--- config.mk ---
export PLATFORM = sky130hd
export DESIGN_NAME = request_slot_priority_arbiter
export DESIGN_NICKNAME = d
export VERILOG_FILES = /design/src/rtl/rspa_pkg.sv /design/src/rtl/rspa_cell.sv /design/src/rtl/request_slot_priority_arbiter.sv
export VERILOG_INCLUDE_DIRS = /design/src /design/src/rtl
export SDC_FILE = /design/constraint.sdc
export NUM_CORES = 2
export LEC_CHECK = 0
export BUFFER_PORTS_ARGS = -buffer_cell sky130_fd_sc_hd__buf_2
export CAP_MARGIN = 20
export CORE_AREA = 2 2 347 349
export CTS_BUF_LIST = sky130_fd_sc_hd__clkbuf_8
export DETAILED_ROUTE_END_ITERATION = 12
export DIE_AREA = 0 0 349 351
export GPL_TIMING_DRIVEN = 0
export PLACE_DENSITY_LB_ADDON = 0.25
export SLEW_MARGIN = 40
export SYNTH_ARGS = -nofsm -noshare
export SYNTH_HDL_FRONTEND = slang
export SYNTH_SLANG_ARGS = --single-unit
--- constraint.sdc ---
create_clock -name clk -period 28 [get_ports clk]
set_input_delay 1.4 -clock clk [delete_from_list [all_inputs] [get_ports clk]]
set_output_delay 1.4 -clock clk [all_outputs]
set_load 0.05 [all_outputs]
--- src/rtl/assert_macros.svh ---
// ---------------------------------------------------------------------------
// Assertion macros
// Shared assertion wrappers, clocked on clk and disabled during reset.
// ---------------------------------------------------------------------------
`ifndef ASSERT_MACROS_SVH
`define ASSERT_MACROS_SVH

// Checks a property at every rising edge of clk outside reset.
`define CHECK_ALWAYS(lbl, prop, msg) \
	lbl: assert property (@(posedge clk) disable iff (!arst_n) (prop)) else $error(msg);

// Checks that a condition in one cycle implies a consequence in the next one.
`define CHECK_NEXT(lbl, ante, cons, msg) \
	lbl: assert property (@(posedge clk) disable iff (!arst_n) (ante) |=> (cons)) \
		else $error(msg);

`endif

--- src/rtl/rspa_pkg.sv ---
// ---------------------------------------------------------------------------
// rspa_pkg
// Types and constants shared by the request slot arbiter cells and top level.
// ---------------------------------------------------------------------------
package rspa_pkg;

	localparam int SLOT_COUNT_DEF  = 8;
	localparam int SOURCE_BITS_DEF = 4;

	localparam int TORQUE_BITS   = 16;
	localparam int TIME_BITS     = 32;
	localparam int TIMEOUT_BITS  = 16;
	localparam int IDLE_BITS     = 4;
	localparam int CFG_DATA_BITS = 16;
	localparam int CFG_IDX_BITS  = 1;

	localparam logic [TIMEOUT_BITS-1:0] TIMEOUT_RESET = 16'd500;
	localparam logic [IDLE_BITS-1:0]    IDLE_RESET    = 4'd15;

	typedef enum logic [1:0] {
		OP_SUBMIT = 2'd0,
		OP_CLEAR  = 2'd1,
		OP_EXPIRE = 2'd2
	} op_t;

	localparam logic [CFG_IDX_BITS-1:0] REG_TIMEOUT     = 1'd0;
	localparam logic [CFG_IDX_BITS-1:0] REG_IDLE_SOURCE = 1'd1;

	// Control part of the request token that walks the row of slot cells.
	typedef struct packed {
		logic valid;
		op_t  op;
		logic taken;
		logic best_valid;
	} tok_ctl_t;

endpackage

--- src/rtl/rspa_cell.sv ---
// ---------------------------------------------------------------------------
// rspa_cell
// One request slot. Applies the passing request to its slot and folds the
// slot into the running lowest-source winner before handing the token on.
// ---------------------------------------------------------------------------
module rspa_cell #(
	parameter int SOURCE_BITS = rspa_pkg::SOURCE_BITS_DEF
) (
	input  logic                                    clk,
	input  logic                                    arst_n,
	input  logic                                    adv,
	input  logic [rspa_pkg::TIMEOUT_BITS-1:0]       timeout,
	input  rspa_pkg::tok_ctl_t                      ctl_in,
	input  logic [SOURCE_BITS-1:0]                  src_in,
	input  logic signed [rspa_pkg::TORQUE_BITS-1:0] trq_in,
	input  logic [rspa_pkg::TIME_BITS-1:0]          time_in,
	input  logic [SOURCE_BITS-1:0]                  best_src_in,
	input  logic signed [rspa_pkg::TORQUE_BITS-1:0] best_trq_in,
	output rspa_pkg::tok_ctl_t                      ctl_q,
	output logic [SOURCE_BITS-1:0]                  src_q,
	output logic signed [rspa_pkg::TORQUE_BITS-1:0] trq_q,
	output logic [rspa_pkg::TIME_BITS-1:0]          time_q,
	output logic [SOURCE_BITS-1:0]                  best_src_q,
	output logic signed [rspa_pkg::TORQUE_BITS-1:0] best_trq_q
);

	logic                                    active_q;
	logic [SOURCE_BITS-1:0]                  slot_src_q;
	logic signed [rspa_pkg::TORQUE_BITS-1:0] slot_trq_q;
	logic [rspa_pkg::TIME_BITS-1:0]          slot_stamp_q;

	logic                                    same_src;
	logic                                    hit;
	logic                                    clr;
	logic                                    expire;
	logic [rspa_pkg::TIME_BITS-1:0]          age;
	logic                                    act_d;
	logic [SOURCE_BITS-1:0]                  src_d;
	logic signed [rspa_pkg::TORQUE_BITS-1:0] trq_d;
	logic                                    better;
	logic                                    step;

	assign step     = adv & ctl_in.valid;
	assign same_src = (slot_src_q == src_in);
	assign age      = time_in - slot_stamp_q;

	assign hit    = (ctl_in.op == rspa_pkg::OP_SUBMIT) & ~ctl_in.taken & (~active_q | same_src);
	assign clr    = (ctl_in.op == rspa_pkg::OP_CLEAR) & active_q & same_src;
	assign expire = (ctl_in.op == rspa_pkg::OP_EXPIRE) & active_q
		& (age > {{(rspa_pkg::TIME_BITS-rspa_pkg::TIMEOUT_BITS){1'b0}}, timeout});

	always_comb begin
		act_d = active_q;
		src_d = slot_src_q;
		trq_d = slot_trq_q;
		if (hit) begin
			act_d = 1'b1;
			src_d = src_in;
			trq_d = trq_in;
		end else if (clr | expire) begin
			act_d = 1'b0;
		end
	end

	// Strict compare keeps the lower slot index on equal sources.
	assign better = act_d & (~ctl_in.best_valid | (src_d < best_src_in));

	always_ff @(posedge clk or negedge arst_n) begin
		if (!arst_n) begin
			active_q <= 1'b0;
			ctl_q    <= '0;
		end else if (adv) begin
			ctl_q.valid      <= ctl_in.valid;
			ctl_q.op         <= ctl_in.op;
			ctl_q.taken      <= ctl_in.taken | hit;
			ctl_q.best_valid <= ctl_in.best_valid | better;
			if (ctl_in.valid) begin
				active_q <= act_d;
			end
		end
	end

	always_ff @(posedge clk) begin
		if (step) begin
			slot_src_q <= src_d;
			slot_trq_q <= trq_d;
			if (hit) begin
				slot_stamp_q <= time_in;
			end
		end
		if (adv) begin
			src_q      <= src_in;
			trq_q      <= trq_in;
			time_q     <= time_in;
			best_src_q <= better ? src_d : best_src_in;
			best_trq_q <= better ? trq_d : best_trq_in;
		end
	end

endmodule

--- src/rtl/request_slot_priority_arbiter.sv ---
// ---------------------------------------------------------------------------
// request_slot_priority_arbiter
// A request passes one input register, one cell per slot and one output
// register before its result is valid. One request is in the cell row at a
// time, so a new request is taken only after the last one leaves the row;
// the next request is taken while the result waits. Reset clears all slot
// active bits and the control state.
// ---------------------------------------------------------------------------
`include "assert_macros.svh"

module request_slot_priority_arbiter #(
	parameter int SLOT_COUNT  = rspa_pkg::SLOT_COUNT_DEF,
	parameter int SOURCE_BITS = rspa_pkg::SOURCE_BITS_DEF
) (
	input  logic                                    clk,
	input  logic                                    arst_n,
	input  logic                                    cfg_we,
	input  logic [rspa_pkg::CFG_IDX_BITS-1:0]       cfg_index,
	input  logic [rspa_pkg::CFG_DATA_BITS-1:0]      cfg_data,
	input  logic                                    in_valid,
	output logic                                    in_stall,
	input  logic [1:0]                              op,
	input  logic [SOURCE_BITS-1:0]                  source,
	input  logic signed [rspa_pkg::TORQUE_BITS-1:0] demanded_torque,
	input  logic [rspa_pkg::TIME_BITS-1:0]          time_ms,
	output logic                                    out_valid,
	input  logic                                    out_stall,
	output logic                                    accepted,
	output logic                                    winner_valid,
	output logic [SOURCE_BITS-1:0]                  winner_source,
	output logic signed [rspa_pkg::TORQUE_BITS-1:0] winner_torque
);

	logic [rspa_pkg::TIMEOUT_BITS-1:0] timeout_q;
	logic [rspa_pkg::IDLE_BITS-1:0]    idle_src_q;
	logic                              busy_q;
	logic                              out_valid_q;
	logic                              adv;
	logic                              in_fire;
	logic                              done;

	rspa_pkg::tok_ctl_t                      head_ctl_q;
	logic [SOURCE_BITS-1:0]                  head_src_q;
	logic signed [rspa_pkg::TORQUE_BITS-1:0] head_trq_q;
	logic [rspa_pkg::TIME_BITS-1:0]          head_time_q;

	rspa_pkg::tok_ctl_t                      tok_ctl  [SLOT_COUNT+1];
	logic [SOURCE_BITS-1:0]                  tok_src  [SLOT_COUNT+1];
	logic signed [rspa_pkg::TORQUE_BITS-1:0] tok_trq  [SLOT_COUNT+1];
	logic [rspa_pkg::TIME_BITS-1:0]          tok_time [SLOT_COUNT+1];
	logic [SOURCE_BITS-1:0]                  tok_bsrc [SLOT_COUNT+1];
	logic signed [rspa_pkg::TORQUE_BITS-1:0] tok_btrq [SLOT_COUNT+1];
	logic [SLOT_COUNT:0]                     tok_vld;

	always_ff @(posedge clk or negedge arst_n) begin
		if (!arst_n) begin
			timeout_q  <= rspa_pkg::TIMEOUT_RESET;
			idle_src_q <= rspa_pkg::IDLE_RESET;
		end else if (cfg_we) begin
			case (cfg_index)
				rspa_pkg::REG_TIMEOUT:     timeout_q  <= cfg_data;
				rspa_pkg::REG_IDLE_SOURCE: idle_src_q <= cfg_data[rspa_pkg::IDLE_BITS-1:0];
				default: ;
			endcase
		end
	end

	assign in_stall = busy_q;
	assign in_fire  = in_valid & ~busy_q;
	assign done     = tok_ctl[SLOT_COUNT].valid & adv;

	// The row freezes only when a finished request meets a full, stalled output.
	assign adv = ~(tok_ctl[SLOT_COUNT].valid & out_valid_q & out_stall);

	always_ff @(posedge clk or negedge arst_n) begin
		if (!arst_n) begin
			busy_q     <= 1'b0;
			head_ctl_q <= '0;
		end else begin
			if (in_fire) begin
				busy_q <= 1'b1;
			end else if (done) begin
				busy_q <= 1'b0;
			end
			if (in_fire) begin
				head_ctl_q.valid      <= 1'b1;
				head_ctl_q.op         <= rspa_pkg::op_t'(op);
				head_ctl_q.taken      <= 1'b0;
				head_ctl_q.best_valid <= 1'b0;
			end else if (adv) begin
				head_ctl_q.valid <= 1'b0;
			end
		end
	end

	always_ff @(posedge clk) begin
		if (in_fire) begin
			head_src_q  <= source;
			head_trq_q  <= demanded_torque;
			head_time_q <= time_ms;
		end
	end

	assign tok_ctl[0]  = head_ctl_q;
	assign tok_src[0]  = head_src_q;
	assign tok_trq[0]  = head_trq_q;
	assign tok_time[0] = head_time_q;
	assign tok_bsrc[0] = '0;
	assign tok_btrq[0] = '0;

	for (genvar i = 0; i < SLOT_COUNT; i++) begin : g_cell
		rspa_cell #(
			.SOURCE_BITS(SOURCE_BITS)
		) u_cell (
			.clk        (clk),
			.arst_n     (arst_n),
			.adv        (adv),
			.timeout    (timeout_q),
			.ctl_in     (tok_ctl[i]),
			.src_in     (tok_src[i]),
			.trq_in     (tok_trq[i]),
			.time_in    (tok_time[i]),
			.best_src_in(tok_bsrc[i]),
			.best_trq_in(tok_btrq[i]),
			.ctl_q      (tok_ctl[i+1]),
			.src_q      (tok_src[i+1]),
			.trq_q      (tok_trq[i+1]),
			.time_q     (tok_time[i+1]),
			.best_src_q (tok_bsrc[i+1]),
			.best_trq_q (tok_btrq[i+1])
		);
	end

	for (genvar i = 0; i <= SLOT_COUNT; i++) begin : g_vld
		assign tok_vld[i] = tok_ctl[i].valid;
	end

	always_ff @(posedge clk or negedge arst_n) begin
		if (!arst_n) begin
			out_valid_q <= 1'b0;
		end else if (done) begin
			out_valid_q <= 1'b1;
		end else if (out_valid_q & ~out_stall) begin
			out_valid_q <= 1'b0;
		end
	end

	always_ff @(posedge clk) begin
		if (done) begin
			accepted     <= tok_ctl[SLOT_COUNT].taken;
			winner_valid <= tok_ctl[SLOT_COUNT].best_valid;
			if (tok_ctl[SLOT_COUNT].best_valid) begin
				winner_source <= tok_bsrc[SLOT_COUNT];
				winner_torque <= tok_btrq[SLOT_COUNT];
			end else begin
				winner_source <= SOURCE_BITS'(idle_src_q);
				winner_torque <= '0;
			end
		end
	end

	assign out_valid = out_valid_q;

	`CHECK_ALWAYS(a_one_in_flight, $countones(tok_vld) <= 1, "more than one request in the cell row")
	`CHECK_ALWAYS(a_busy_tracks_row, busy_q == (|tok_vld), "busy flag disagrees with the cell row")
	`CHECK_NEXT(a_done_loads_out, done, out_valid_q, "finished request did not reach the output")
	`CHECK_ALWAYS(a_idle_zero_torque, !(out_valid_q && !winner_valid) || winner_torque == '0, "idle result carries torque")

endmodule
Word-level counts from Yosys, hierarchy flattened. Index checks and enable logic that the tools add are counted.

Multipliers: 0. Shift-type cells: 0. Muxes and demuxes: 53. Bitwise logic cells: 130. Eq/ne operators: 25. Magnitude comparators: 15. Add/sub/neg operators: 8. Divide/modulo/power cells: 0. Reduce and logical (&&, ||, !) cells: 28.

Operator list (count): 32-bit by 16-bit > comparator with 1-bit output (8); 32-bit subtractor (8); 16-bit two-way mux (15); 1-bit bitwise AND (67); 4-bit two-way mux (16); 1-bit bitwise OR (37); 2-bit AND reduction (18); 4-bit == test (8); 4-bit less-than comparator (7); 1-bit inverter (26); 1-bit two-way mux (22); 2-bit by 1-bit == test with 1-bit output, second input constant (8); 2-bit == test, second input constant (8); 2-bit zero test (8); 2-bit nonzero test (2); 2-bit inequality test, second input constant (1).

Output and inout bits: 24. Bits in writable memories: 0. Word-level logic and storage cells: 372. Input port bits: 76. Memories: 0. Bits in read-only memories: 0. Bits in registers: 1085. Bits in latches: 0.

Logic depth before layout (Yosys ltp).
Word-level depth: 8. Gate-level depth with buffers: 25. Gate-level depth less buffers: 24.

Modules after synthesis. Synthesis repeated with hierarchy kept, for this count alone.

Cell total of the unflattened synthesis: 5642. Area total of the unflattened synthesis: 64346.7 um2.

By module, submodules not included: rspa_cell at g_cell[3].u_cell ... (sequential area each 3873.7 um2, times used 3, cells an instance 689, area an instance 7589.8 um2); rspa_cell at g_cell[1].u_cell (sequential area each 3873.7 um2, times used 1, cells an instance 698, area an instance 7806.2 um2); rspa_cell at g_cell[0].u_cell (sequential area each 3873.7 um2, times used 1, cells an instance 668, area an instance 7638.6 um2); rspa_cell at g_cell[2].u_cell (sequential area each 3873.7 um2, times used 1, cells an instance 685, area an instance 7609.8 um2); rspa_cell at g_cell[6].u_cell (sequential area each 3873.7 um2, times used 1, cells an instance 710, area an instance 7581.0 um2); rspa_cell at g_cell[7].u_cell (sequential area each 3873.7 um2, times used 1, cells an instance 658, area an instance 7542.2 um2); request_slot_priority_arbiter (sequential area each 2860.2 um2, times used 1, cells an instance 156, area an instance 3399.5 um2).

Worst setup path before layout. No wires, ideal clock.

Kind: input to register. Start point: in out_stall. End point: reg g_cell[0].u_cell.best_src_q[0], enable pin. Required time: 26910 ps. Arrival time: 16230 ps. Buffers on the path: 2. Cell stages on the path: 4. Setup slack: 10680 ps. Setup time: 1090 ps. Path through: and3_1 -> inv_1 -> clkbuf_1 -> buf_1.

Cells in the longest elaborated chain, start to end: 1.

Ends and longest elaborated chain: start, declared (RTL line request_slot_priority_arbiter.sv:27) `input logic out_stall,`; 1-bit bitwise AND (RTL line request_slot_priority_arbiter.sv:73) `assign adv = ~(tok_ctl[SLOT_COUNT].valid & out_valid_q & out_stall);`; end signal, assigned (RTL line rspa_cell.sv:95) `best_src_q <= better ? src_d : best_src_in;`; end, declared (RTL line rspa_cell.sv:23) `output logic [SOURCE_BITS-1:0] best_src_q,`.

No other way between the ends. A chain may end at the register's enable or synchronous reset.

Final worst setup path.
Start point: reg g_cell[5].u_cell.time_q[7] in the netlist's numbering. End point: reg g_cell[6].u_cell.best_trq_q[13] in the netlist's numbering (data pin).

Cells in the longest elaborated chain, start to end: 8.

Ends and longest elaborated chain: start, declared (RTL line rspa_cell.sv:22) `output logic [rspa_pkg::TIME_BITS-1:0] time_q,`; start signal, assigned (RTL line rspa_cell.sv:94) `time_q <= time_in;`; 32-bit subtractor (RTL line rspa_cell.sv:45) `assign age = time_in - slot_stamp_q;`; 32-bit by 16-bit > comparator with 1-bit output (RTL line rspa_cell.sv:50) `& (age > {{(rspa_pkg::TIME_BITS-rspa_pkg::TIMEOUT_BITS){1'b0}}, timeout});`; 1-bit bitwise AND (RTL line rspa_cell.sv:50); 1-bit bitwise OR (RTL line rspa_cell.sv:60) `end else if (clr | expire) begin`; 1-bit two-way mux (RTL line rspa_cell.sv:60); 1-bit two-way mux (RTL line rspa_cell.sv:56) `if (hit) begin`; 1-bit bitwise AND (RTL line rspa_cell.sv:66) `assign better = act_d & (~ctl_in.best_valid | (src_d < best_src_in));`; 16-bit two-way mux (RTL line rspa_cell.sv:96) `best_trq_q <= better ? trq_d : best_trq_in;`; end signal, assigned (RTL line rspa_cell.sv:96); end, declared (RTL line rspa_cell.sv:24) `output logic signed [rspa_pkg::TORQUE_BITS-1:0] best_trq_q`.

No other way between the ends.

==> metrics list <==
- The flow ran to the end, and the final reports show no timing, DRC or antenna violations.
* Total Die Area: 0.1225 mm2
* Synthesized flop and latch total: 1085
- Worst skew pair latency: 890 ps
- Peak ir drop on the vdd network: 53.80 uV
- DRC violation count after routing: 0
* Avg Synthesized Cell Area: 11.52 um2
- Maximum clock insertion buffer count: 3
- Largest stage delay on the critical path: 630 ps
* Via density: 5.687
* Final Hold Viols: 0
- Across the run, the number of max-cap violations was 0.
* Slew at the pin with the worst max-slew slack: 899.9 ps
- After synthesis the cells add up to 0.05915 mm2.
* Post-synth EDFFs: 1014
- Total congestion overflow: 0
* GR Util All Layers: 0.2146
* Total setup buffers inserted after CTS: 0
- After detailed routing, the total wire length is 132100 um.
- Root cell of the clock tree: sky130_fd_sc_hd__clkbuf_8
- Number of clock buffers inserted by TritonCTS: 181
* Type of the most critical hold path: in2async
- In the finished design, the share of the clock period the worst path needs comes to 0.2305.
- Hold repair after CTS inserted 0 buffers.
* Gate count after technology mapping: 5135
- Kind of capture point of the worst setup path: flip-flop
- In the final layout, the share of cells above drive strength 1 is 0.1145.
* TritonCTS clock tree: done
* Kind of critical path: reg2reg
- In this run the core area contains 127 standard-cell rows.
* Fin crit period: 6453 ps
- At the placement stage, the worst setup path has a slack of 21610 ps.
- Post-Synthesis Net Count: 5616
- Headroom to the max-slew limit came out at 0.3845.
- The routed layout has 40680 vias.
- Counting distinct cell types in the post-synthesis netlist gives 97.
- Final-report setup violation count: 0
- For this design the total switching power over the nets is 2843 uW.
* Post-CTS sizing: 0
- DIE HEIGHT: 351 um
* Number of global-route vias before repair: 40030
* CP max stage cell: sky130_fd_sc_hd__or4b_2
* Initial core utilization: 0.4970
* Sink count of the clock tree: 1085
* Routability congestion estimate: 0.9140
* RSZ-0062 raised after global routing: no
- At the worst endpoint, the required time is 28590 ps.
- The number of antenna violations at the first check in global routing is 1.
- Cell leakage power: 0.02653 uW
* Top-level port count: 100
- Derived from the worst setup path, the maximum achievable clock frequency is 0.1550 GHz.
* Worst Skew: 63.29 ps
- The share of total power dissipated in combinational logic is 0.436.
- Power spread over the standard cell area amounts to 112.0 mW/mm2.
- In this run the worst path has a maximum fanout of 10.
* Placeable core region: 0.1190 mm2
* Async set-or-reset flop fraction in the synthesized netlist: 0.06544
- The worst setup path is launched from a flip-flop.
- Port buffering added 99 buffers.
* Area added between synthesis and finish: 11.54%
* Setup TNS: 0 ps
- Yosys printed 0 warnings.
- For this run, the detailed router's first-pass iteration total came to 8.
* Half-perimeter wire length of the detailed placement result: 102000 um
* Ordered cell list for the critical path: ha_1 > a211oi_1 > o21bai_1 > a221oi_2 > o221a_2 > o21ai_0 > o21ai_0 > nand2b_1 > xor2_1 > ha_1 > nand4_1 > nor3_1 > a21boi_0 > or4b_2 > a21oi_1 > o2111ai_1 > nor4_1 > nand4b_1 > o21a_1 > buf_2 > buf_1 > o22a_1 > o31a_1
* Final-report max-slew violation count: 0
* Dominant synthesized flop cell: sky130_fd_sc_hd__edfxtp_1
* Sw frac: 0.3849
- The final layout contains 5936 nets.
- Largest net degree at the start of global routing: 52
* Number of filler instances in the final layout: 10010
- The first global-routing pass estimated 209700 um of wire.
- Post-route setup slack: 21550 ps
- Overall power consumption: 7387 uW
- The H-tree was split into 4 levels.
- Of the total power, the clock network draws 0.178.
- Of the synthesized area, sequential elements account for 0.5450.
- First-iteration detailed-routing DRC count: 2725
- Clock transition at path regs: 60 ps
- Horizontal extent of the die: 349 um
- Remaining antenna violation count after routing: 0
- Worst path arrival time: 7040 ps
- After detailed routing, the average wire length per cell comes to 18.47 um.
* Internal Pwr Total: 4544 uW
* Share of total power in sequential cells: 0.387
## placed cells by master, fill, tap and decap left out, drive strengths merged, types with 161 or more instances in the layout
cell type | netlist | layout
o21ai | 203 | 203
nand2 | 413 | 413
a21oi | 332 | 332
nor2 | 261 | 261
buf | 41 | 177
clkbuf | 151 | 346
inv | 413 | 466
ha | 397 | 397
mux2 | 161 | 161
edfxtp | 1014 | 1014
## routing by layer
metal | vias up | share of wire | global-route usage
li1 | 20010 | - | -
met3 | 323 | 0.047 | 0.03485
met2 | 1109 | 0.47 | 0.3616
met5 | - | 0 | 0
met1 | 19240 | 0.44 | 0.2776
met4 | 0 | 0.036 | 0.08410
## critical path: cells and delay by family (launching register included)
family                   cells  cell delay [ps]
AO/OA/AOI/OAI               12             2910
XOR/XNOR                     1              150
adder cells (fa/ha/maj)      2              650
buffers and inverters        2              420
flip-flops                   1              430
AND/OR/NAND/NOR              6             1650
## kinds of logic (layout without fill, tap and decap cells)
kind of cell    count (synthesis)  after routing  synth area share
simple gates                 1368           1368            0.1153
compound gates               1268           1268            0.1448
flops                        1085           1085            0.5450
buf+inv                       606           1071           0.03941
fa+ha+maj                     405            405           0.08668
mux                           209            209           0.04004
xor+xnor                      194            194           0.02872
other cells                     0              5                 0
## through the flow
| step | hold WS (ps) | utilization | instance area (um2) | instances |
|---|---|---|---|---|
| 4_1_cts | 275.6 | 0.5542 | 65960 | 7148 |
| 6_report | 370.3 | 0.5544 | 65980 | 7153 |
| 3_3_place_gp | 428.7 | 0.5174 | 61590 | 6782 |
| 2_1_floorplan | 420.4 | - | 59150 | 5135 |
| 5_1_grt | 304.4 | 0.5544 | 65980 | 7153 |
| 3_5_place_dp | 435.6 | 0.5258 | 62580 | 6820 |
## final cells by class
cell class / instances / area, um2 / share of cell area
well taps: 1548 / 1937 / 0.02936
clock buffers: 194 / 2670 / 0.04047
inverters: 414 / 1554 / 0.02355
plain buffers: 192 / 779.5 / 0.01181
repair buffers: 137 / 1425 / 0.02160
multi-input cells: 3444 / 24650 / 0.3735
diodes: 5 / 12.51 / 0.0001896
flip-flops and latches: 1085 / 32240 / 0.4886
clock inverters: 134 / 715.7 / 0.01085
## state kept, by name, summed over array words and instances (netlist names), 3 cells and up
register / cells
head_time_q: 32
head_trq_q: 16
g_cell.u_cell.trq_q: 112
g_cell.u_cell.time_q: 224
timeout_q: 16
head_src_q: 4
g_cell.u_cell.ctl_q: 38
g_cell.u_cell.active_q: 8
idle_src_q: 4
g_cell.u_cell.slot_src_q: 32
g_cell.u_cell.best_trq_q: 128
winner_source: 4
g_cell.u_cell.slot_stamp_q: 256
g_cell.u_cell.best_src_q: 32
g_cell.u_cell.src_q: 28
head_ctl_q: 3
g_cell.u_cell.slot_trq_q: 128
winner_torque: 16
## cell usage after synthesis, types with 38 or more instances
library cell	n	area share
sky130_fd_sc_hd__clkbuf_1	151	0.0096
sky130_fd_sc_hd__ha_1	397	0.084
sky130_fd_sc_hd__xnor2_1	125	0.019
sky130_fd_sc_hd__and3_1	43	0.0045
sky130_fd_sc_hd__nor2_1	261	0.017
sky130_fd_sc_hd__inv_1	413	0.026
sky130_fd_sc_hd__xor2_1	69	0.010
sky130_fd_sc_hd__o21ai_0	197	0.017
sky130_fd_sc_hd__dfrtp_1	61	0.026
sky130_fd_sc_hd__a2111oi_0	38	0.0056
sky130_fd_sc_hd__a211oi_1	55	0.0070
sky130_fd_sc_hd__o21a_1	65	0.0082
sky130_fd_sc_hd__a21oi_1	332	0.028
sky130_fd_sc_hd__nor2b_1	45	0.0048
sky130_fd_sc_hd__mux2i_1	48	0.0081
sky130_fd_sc_hd__edfxtp_1	1014	0.51
sky130_fd_sc_hd__mux2_2	140	0.027
sky130_fd_sc_hd__o22ai_1	48	0.0051
sky130_fd_sc_hd__a31oi_1	53	0.0056
sky130_fd_sc_hd__and2_1	62	0.0066
sky130_fd_sc_hd__nand2b_1	72	0.0076
sky130_fd_sc_hd__o211ai_1	41	0.0052
sky130_fd_sc_hd__nand2_1	412	0.026
sky130_fd_sc_hd__nand3_1	112	0.0095
sky130_fd_sc_hd__a21o_1	134	0.017
sky130_fd_sc_hd__nand4_1	90	0.0095
sky130_fd_sc_hd__nor3_1	94	0.0080
## worst paths after layout
kind	to	cells after the start	slack [ps]	from
setup / recovery	g_cell[6].u_cell.best_trq_q[13]	23	21550	g_cell[5].u_cell.time_q[7]
hold / removal	timeout_q[1]	1	370	arst_n
setup reg to reg	g_cell[6].u_cell.best_trq_q[13]	23	21550	g_cell[5].u_cell.time_q[7]
hold reg to reg	g_cell[0].u_cell.trq_q[2]	0	450	head_trq_q[2]
max in group asynchronous	g_cell[0].u_cell.ctl_q[2]	2	27020	arst_n
min in group clk	g_cell[0].u_cell.trq_q[2]	0	450	head_trq_q[2]
## power by group through the flow
stage,Clock [uW],Combinational [uW],Sequential (uW)
4_1_cts,1360,3200,2860
2_1_floorplan,0,2390,2830
6_report,1310,3220,2860
3_3_place_gp,0,3090,2950
3_5_place_dp,0,3190,2890
5_1_grt,1430,3580,2920
Note: power is estimated with default switching activity, not from simulation.
